--- src/design/byte_stream_recurrence_checksum_unit_macros.svh ---
// ----------------------------------------------------------------------------
// Assertion macros for the byte stream recurrence checksum unit
// Clocked on clk_i, disabled while rst_ni is low.
// ----------------------------------------------------------------------------
`ifndef BYTE_STREAM_RECURRENCE_CHECKSUM_UNIT_MACROS_SVH
`define BYTE_STREAM_RECURRENCE_CHECKSUM_UNIT_MACROS_SVH

// Property holds in the same cycle as its antecedent
`define BRC_ASSERT_SAME(lbl, ante, cons, msg) \
  lbl: assert property (@(posedge clk_i) disable iff (!rst_ni) (ante) |-> (cons)) \
    else $error(msg);

// Consequent holds in the cycle after the antecedent
`define BRC_ASSERT_NEXT(lbl, ante, cons, msg) \
  lbl: assert property (@(posedge clk_i) disable iff (!rst_ni) (ante) |=> (cons)) \
    else $error(msg);

`endif

--- src/design/brc_pkg.sv ---
// ----------------------------------------------------------------------------
// brc_pkg
// Types and constants shared by the checksum unit modules.
// ----------------------------------------------------------------------------
package brc_pkg;

  localparam int unsigned BYTE_W = 8;
  localparam int unsigned TERM_W = 16;
  localparam int unsigned POS_W  = 8;

  localparam logic [TERM_W:0]   CK_MOD       = 17'd65535;
  localparam logic [POS_W-1:0]  STEP_A       = 8'd17;
  localparam logic [POS_W-1:0]  STEP_B       = 8'd31;
  localparam logic [TERM_W-1:0] FIRST_OFFSET = 16'd7;

  // one byte transaction
  typedef struct packed {
    logic [BYTE_W-1:0] data_byte;
    logic              last_byte;
  } brc_item_t;

  // core to output stage
  typedef struct packed {
    logic              load;
    logic [TERM_W-1:0] checksum;
  } brc_result_t;

endpackage

--- src/design/brc_in_stage.sv ---
// ----------------------------------------------------------------------------
// brc_in_stage
// Input register; holds one byte transaction until the core takes it.
// ----------------------------------------------------------------------------
module brc_in_stage
  import brc_pkg::*;
(
  input  logic              clk_i,
  input  logic              rst_ni,
  input  logic              in_valid_i,
  output logic              in_stall_o,
  input  logic [BYTE_W-1:0] data_byte_i,
  input  logic              last_byte_i,
  output logic              item_valid_o,
  output brc_item_t         item_o,
  input  logic              item_take_i
);

  logic      valid_q, valid_d;
  brc_item_t item_q;
  logic      load;

  assign load       = in_valid_i && (!valid_q || item_take_i);
  assign in_stall_o = valid_q && !item_take_i;

  always_comb begin
    valid_d = valid_q;
    if (load) begin
      valid_d = 1'b1;
    end else if (item_take_i) begin
      valid_d = 1'b0;
    end
  end

  always_ff @(posedge clk_i or negedge rst_ni) begin
    if (!rst_ni) begin
      valid_q <= 1'b0;
    end else begin
      valid_q <= valid_d;
    end
  end

  always_ff @(posedge clk_i) begin
    if (load) begin
      item_q.data_byte <= data_byte_i;
      item_q.last_byte <= last_byte_i;
    end
  end

  assign item_valid_o = valid_q;
  assign item_o       = item_q;

endmodule

--- src/design/brc_term_core.sv ---
// ----------------------------------------------------------------------------
// brc_term_core
// Recurrence state and next-term datapath, one byte per cycle unless a last byte waits for a free output slot.
// ----------------------------------------------------------------------------
`include "byte_stream_recurrence_checksum_unit_macros.svh"

module brc_term_core
  import brc_pkg::*;
(
  input  logic        clk_i,
  input  logic        rst_ni,
  input  logic        item_valid_i,
  input  brc_item_t   item_i,
  input  logic        out_free_i,
  output logic        item_take_o,
  output brc_result_t result_o
);

  logic [TERM_W-1:0] older_q, older_d;
  logic [TERM_W-1:0] newer_q, newer_d;
  logic [POS_W-1:0]  pos_q, pos_d;
  logic              in_msg_q, in_msg_d;

  logic [POS_W-1:0]  ka, kb;
  logic [BYTE_W:0]   coef_a;
  logic [24:0]       up;
  logic [24:0]       down;
  logic [24:0]       diff;
  logic [TERM_W-1:0] red;
  logic [TERM_W-1:0] term;

  // x mod 65535 for x < 2^25: fold the high part, then one correction
  function automatic logic [TERM_W-1:0] mod_ck(input logic [24:0] x);
    logic [TERM_W:0] s;
    s = {8'b0, x[24:16]} + {1'b0, x[15:0]};
    if (s >= CK_MOD) begin
      s = s - CK_MOD;
    end
    return s[TERM_W-1:0];
  endfunction

  // a byte without last needs no output slot
  assign item_take_o = item_valid_i && (!item_i.last_byte || out_free_i);

  always_comb begin
    ka     = 8'(pos_q * STEP_A);
    kb     = 8'(pos_q * STEP_B);
    coef_a = {1'b0, item_i.data_byte} + {1'b0, ka};
    up     = 25'(coef_a) * 25'(newer_q);
    down   = 25'(kb) * 25'(older_q);
    if (up >= down) begin
      diff = up - down;
    end else begin
      diff = down - up;
    end
    red = mod_ck(diff);
    if (up >= down) begin
      term = red;
    end else if (red[TERM_W-1:1] == '0) begin
      // wrapped negative residue of 0 or 1
      term = {15'b0, ~red[0]};
    end else begin
      term = 16'(17'h10000 - {1'b0, red});
    end
  end

  always_comb begin
    older_d  = older_q;
    newer_d  = newer_q;
    pos_d    = pos_q;
    in_msg_d = in_msg_q;
    if (item_take_o) begin
      if (!in_msg_q) begin
        older_d = 16'd1;
        newer_d = {8'b0, item_i.data_byte} + FIRST_OFFSET;
        pos_d   = 8'd1;
      end else begin
        older_d = newer_q;
        newer_d = term;
        pos_d   = pos_q + 8'd1;
      end
      in_msg_d = !item_i.last_byte;
    end
  end

  always_ff @(posedge clk_i or negedge rst_ni) begin
    if (!rst_ni) begin
      older_q  <= '0;
      newer_q  <= '0;
      pos_q    <= '0;
      in_msg_q <= 1'b0;
    end else begin
      older_q  <= older_d;
      newer_q  <= newer_d;
      pos_q    <= pos_d;
      in_msg_q <= in_msg_d;
    end
  end

  assign result_o.load     = item_take_o && item_i.last_byte;
  assign result_o.checksum = newer_d;

  `BRC_ASSERT_SAME(a_term_range, in_msg_q, newer_q != 16'hFFFF, "term out of modulus range")
  `BRC_ASSERT_NEXT(a_start_pos, item_take_o && !in_msg_q, pos_q == 8'd1 && older_q == 16'd1,
                   "message start did not arm state")
  `BRC_ASSERT_NEXT(a_rearm, result_o.load, !in_msg_q, "last byte did not re-arm")

endmodule

--- src/design/brc_out_stage.sv ---
// ----------------------------------------------------------------------------
// brc_out_stage
// Result register; holds the checksum until the sink takes it.
// ----------------------------------------------------------------------------
module brc_out_stage
  import brc_pkg::*;
(
  input  logic              clk_i,
  input  logic              rst_ni,
  input  brc_result_t       result_i,
  output logic              out_free_o,
  output logic              out_valid_o,
  input  logic              out_stall_i,
  output logic [TERM_W-1:0] checksum_o
);

  logic              valid_q, valid_d;
  logic [TERM_W-1:0] checksum_q;

  assign out_free_o = !valid_q || !out_stall_i;

  always_comb begin
    valid_d = valid_q;
    if (result_i.load) begin
      valid_d = 1'b1;
    end else if (!out_stall_i) begin
      valid_d = 1'b0;
    end
  end

  always_ff @(posedge clk_i or negedge rst_ni) begin
    if (!rst_ni) begin
      valid_q <= 1'b0;
    end else begin
      valid_q <= valid_d;
    end
  end

  always_ff @(posedge clk_i) begin
    if (result_i.load) begin
      checksum_q <= result_i.checksum;
    end
  end

  assign out_valid_o = valid_q;
  assign checksum_o  = checksum_q;

endmodule

--- src/design/byte_stream_recurrence_checksum_unit.sv ---
// ----------------------------------------------------------------------------
// byte_stream_recurrence_checksum_unit
// Second-order recurrence checksum over a byte stream, one byte per cycle unless a last byte waits on the output.
// ----------------------------------------------------------------------------
// The last byte's transaction passes the input register, then the result register, before out_valid_o rises.
// Bytes are taken at one per cycle, set by the term update loop, unless in_stall_o holds the input.
// Bytes without last_byte keep flowing while a result waits on out_stall_i.
// Reset: asynchronous, clears the terms, byte position and message flag.
module byte_stream_recurrence_checksum_unit
  import brc_pkg::*;
(
  input  logic              clk_i,
  input  logic              rst_ni,
  input  logic              in_valid_i,
  output logic              in_stall_o,
  input  logic [BYTE_W-1:0] data_byte_i,
  input  logic              last_byte_i,
  output logic              out_valid_o,
  input  logic              out_stall_i,
  output logic [TERM_W-1:0] checksum_o
);

  logic        item_valid;
  brc_item_t   item;
  logic        item_take;
  logic        out_free;
  brc_result_t result;

  brc_in_stage u_in_stage (
    .clk_i        (clk_i),
    .rst_ni       (rst_ni),
    .in_valid_i   (in_valid_i),
    .in_stall_o   (in_stall_o),
    .data_byte_i  (data_byte_i),
    .last_byte_i  (last_byte_i),
    .item_valid_o (item_valid),
    .item_o       (item),
    .item_take_i  (item_take)
  );

  brc_term_core u_term_core (
    .clk_i        (clk_i),
    .rst_ni       (rst_ni),
    .item_valid_i (item_valid),
    .item_i       (item),
    .out_free_i   (out_free),
    .item_take_o  (item_take),
    .result_o     (result)
  );

  brc_out_stage u_out_stage (
    .clk_i       (clk_i),
    .rst_ni      (rst_ni),
    .result_i    (result),
    .out_free_o  (out_free),
    .out_valid_o (out_valid_o),
    .out_stall_i (out_stall_i),
    .checksum_o  (checksum_o)
  );

endmodule

--- config.mk ---
export PLATFORM = sky130hd
export DESIGN_NAME = byte_stream_recurrence_checksum_unit
export DESIGN_NICKNAME = d
export VERILOG_FILES = /design/src/design/brc_pkg.sv /design/src/design/brc_in_stage.sv /design/src/design/brc_term_core.sv /design/src/design/brc_out_stage.sv /design/src/design/byte_stream_recurrence_checksum_unit.sv
export VERILOG_INCLUDE_DIRS = /design/src /design/src/design
export SDC_FILE = /design/constraint.sdc
export NUM_CORES = 1
export LEC_CHECK = 0
export ABC_AREA = 1
export BUFFER_PORTS_ARGS = -buffer_cell sky130_fd_sc_hd__buf_2
export CAP_MARGIN = 0
export CORE_ASPECT_RATIO = 0.75
export CORE_UTILIZATION = 46
export DETAILED_ROUTE_END_ITERATION = 7
export GPL_TIMING_DRIVEN = 1
export PLACE_DENSITY = 0.68
export SLEW_MARGIN = 20
export SYNTH_ARGS = -nofsm -noshare
export SYNTH_HDL_FRONTEND = slang
export SYNTH_SLANG_ARGS = --single-unit
--- constraint.sdc ---
create_clock -name clk_i -period 26.2 [get_ports clk_i]
set_clock_uncertainty 0.15 [all_clocks]
set_input_delay 5.24 -clock clk_i [delete_from_list [all_inputs] [get_ports clk_i]]
set_output_delay 5.24 -clock clk_i [all_outputs]
set_load 0.02 [all_outputs]
==> metrics.md <==
| Metric | Value |
|---|---|
| Flop and latch count out of synthesis | `68` |
| Slew Limit Fails | `0` |
| Startpoint Class | `register` |
| Die width | `218 um` |
| Area delta synth->final | `4.95%` |
| Crit path max fanout | `37` |
| Final HPWL DP | `around 38000 um` |
| # fillers | `roughly 3500` |
| Via density | `between 5 and 6` |
| DRT antenna net count | `0` |
| Cts bufs inserted | `9` |
| Synthesized area per cell | `7.26 sq um` |
| Post-route DRC | `0` |
| CTS root buffer | `clkbuf_16` |
| Path category of the worst min-delay check | `reg2reg` |
| Most common cell after layout, fill and taps aside | `inv_1` |
| Routed len/inst | `between 15 and 20 um` |
| First-pass GRT wire length | `71400 um` |
| Row count | `58` |
| Clock H-tree levels | `3` |
| Cell variety after synth | `56` |
| Worst Path Required | `26.15 ns` |
| Final Cycle Share | `between 60% and 70%` |
| Core Area | `between 30000 and 40000 sq um` |
| Layout Nets | `2584` |
| CTS Hold Bufs | `0` |
| Cell mode on critical path | `nand2_1` |
| Crit-path max cell delay | `0.95 ns` |
| Crit path max-delay family | `simple AND/OR/NAND/NOR gates` |
| Resized Gates After CTS | `0` |
| Status | `finished, final reports clean` |
| Slew headroom | `35.9%` |
| Synth warn | `0` |
| Unrepaired setup endpoints after global routing | `false` |
| Total GRT Usage | `25.7%` |
| Worst setup path class | `reg2reg` |
| Ys async rst share | `63.2%` |
| Crit path arrival time | `15.97 ns` |
| Hold endpoint | `u_out_stage.out_valid_o` |
| Flop-to-flop setup slack | `10.18 ns` |
| Top_reg_cell synth | `dfrtp_1` |
| Cell count of the worst reg-to-reg path | `76` |
| Worst flop-to-flop path endpoint | `u_out_stage.checksum_o[10]` |
| Seq/Total Area, Yosys | `a little under an eighth` |
| Share of cells above drive strength 1 | `5.66%` |
| Worst hold slack | `0.356 ns` |
| Fmax | `roughly 62 MHz` |
| Mapped Cells | `2219` |
| Slowest library cell on the worst path | `dfrtp_1` |
| Crit Reg-Reg Startpoint | `u_term_core.pos_q[0]` |
| Final min period | `16.02 ns` |
| Starting Density | `47.4%` |
| Max-cap violations | `0` |
| Post-Syn Area | `16100 sq um` |
| Final Setup Violations | `0` |
| PortBufs | `30` |
| Die area | `about 36000 sq um` |
| Worst hold start | `u_in_stage.item_o[0]` |
| Worst Setup End Kind | `register` |
| CTS clk-pin slew, worst paths | `0.06 ns` |
| Overflow after GRT | `0` |
| Gp weighted congestion | `0.973` |
| Post-synth EDFFs | `25` |
| Crit path buf inv count | `8` |
| Post-CTS setup buffer count | `0` |
| Starting DRT DRC Count | `1042` |
| Post-Route WL | `44700 um` |
| Clock Tree Buf Depth | `2` |
| DRT Pass-1 Iters | `5` |
| Diode count | `0` |
| Core Util, Final | `49.7%` |
| Final Hold Viols | `0` |
| Post-synth net total | `2601` |
| Die H | `~160 um` |
| Multi-input gate area | `12100 sq um` |
| Setup tns final | `0 ns` |
| Largest net degree at the start of global routing | `44` |
| Worst-Margin Slew | `0.960 ns` |
| Clk_lat worst skew | `0.36 ns` |
| IO Pins | `31` |
| Most frequent cells in the layout | `inv_1, nand2_1, fa_1` |
| Antenna violations before repair | `0` |
| Via count | `about 14000` |
| Clk sinks | `68` |
| Vias in the first global route | `approximately 14000` |
| CTS tree | `done` |
| Worst hold path depth | `2` |
| Register area | `1830 sq um` |
stage by stage:
stage                     cell area [sq um]  setup slack, ns  std cells
after CTS                             16900            10.34       2657
after floorplan                       16100            12.60       2219
after global routing                  16900             8.74       2657
after detailed placement              16600            10.35       2641
final                                 16900            10.18       2657
after global placement                16600            10.79       2641
registers in the layout (all words and copies together), names as in the netlist:
signal,flops
u_term_core.pos_q,8
u_term_core.newer_q,16
u_term_core.older_q,16
u_in_stage.item_o,9
u_term_core.in_msg_q,1
u_in_stage.item_valid_o,1
u_out_stage.out_valid_o,1
u_out_stage.checksum_o,16
per-layer routing:
metal	routed length [um]	vias up	track usage, %	share of wire (%)
met2	18200	527	37.7	41
met5	0	-	0	0
met1	21500	6743	38.0	48
met4	764	0	5.72	1.7
li1	-	6750	-	-
met3	4250	51	5.81	9.5
worst max-delay path by stage:
stage                                     from                         end  slack (ns)  cells after the start
after global routing      u_term_core.pos_q[0]  u_out_stage.checksum_o[10]        8.74                     84
after global placement    u_term_core.pos_q[0]  u_out_stage.checksum_o[10]       10.79                     84
after detailed placement  u_term_core.pos_q[0]  u_out_stage.checksum_o[10]       10.35                     76
after CTS                 u_term_core.pos_q[0]  u_out_stage.checksum_o[10]       10.34                     76
after floorplan           u_term_core.pos_q[1]  u_out_stage.checksum_o[10]       12.60                     79
final                     u_term_core.pos_q[0]  u_out_stage.checksum_o[10]       10.18                     76
synthesized netlist by cell type, types with 4 or more instances:
library cell | n | area share [%]
a21oi_2 | 4 | 0.22
nand3_1 | 115 | 3.6
fa_1 | 197 | 24
clkbuf_1 | 47 | 1.1
nand4_1 | 16 | 0.62
a21oi_1 | 117 | 3.6
edfxtp_1 | 25 | 4.7
nor2_1 | 176 | 4.1
o21ai_0 | 81 | 2.5
nand2_4 | 4 | 0.28
nor2_4 | 4 | 0.28
xor2_1 | 63 | 3.4
buf_6 | 4 | 0.28
inv_2 | 11 | 0.26
nor3_1 | 17 | 0.53
o21bai_1 | 12 | 0.56
nand3_2 | 4 | 0.25
o21ai_1 | 9 | 0.28
nand2_1 | 469 | 11
ha_1 | 172 | 13
nand2_2 | 19 | 0.74
xnor2_1 | 35 | 1.9
or2_2 | 11 | 0.43
dfrtp_1 | 43 | 6.7
inv_1 | 498 | 12
nor2_2 | 9 | 0.35
buf_1 | 5 | 0.12
a21o_1 | 5 | 0.23
cell type report:
type / count / area share [%]
well taps: 450 / 3.33
repair buffers: 32 / 0.992
clock inverters: 7 / 0.585
clock buffers: 9 / 1.33
multi-input cells: 1582 / 71.6
inverters: 509 / 11.3
flip-flops and latches: 68 / 10.8
worst register-to-register path, delay by kind of cell, from the launching register on:
kind            cells  cell delay, ns
compound gates     15            2.33
simple gates       38            5.80
fa+ha+maj          12            5.27
buf+inv             8            0.85
xor+xnor            3            0.43
flops               1            0.95
logic make-up after synthesis:
family,after synthesis,synth area share [%]
xor gates and xnor gates,98,5.33
and+or+nand+nor,854,22.7
adders and majority gates,369,37.9
DFF,68,11.3
AOI/OAI and AO/OA,258,9.02
buffers and inverters,569,13.5
muxes,3,0.187
Power is not shown: default switching activity piles up to over one toggle a cycle in this logic, so the estimate is an artifact.
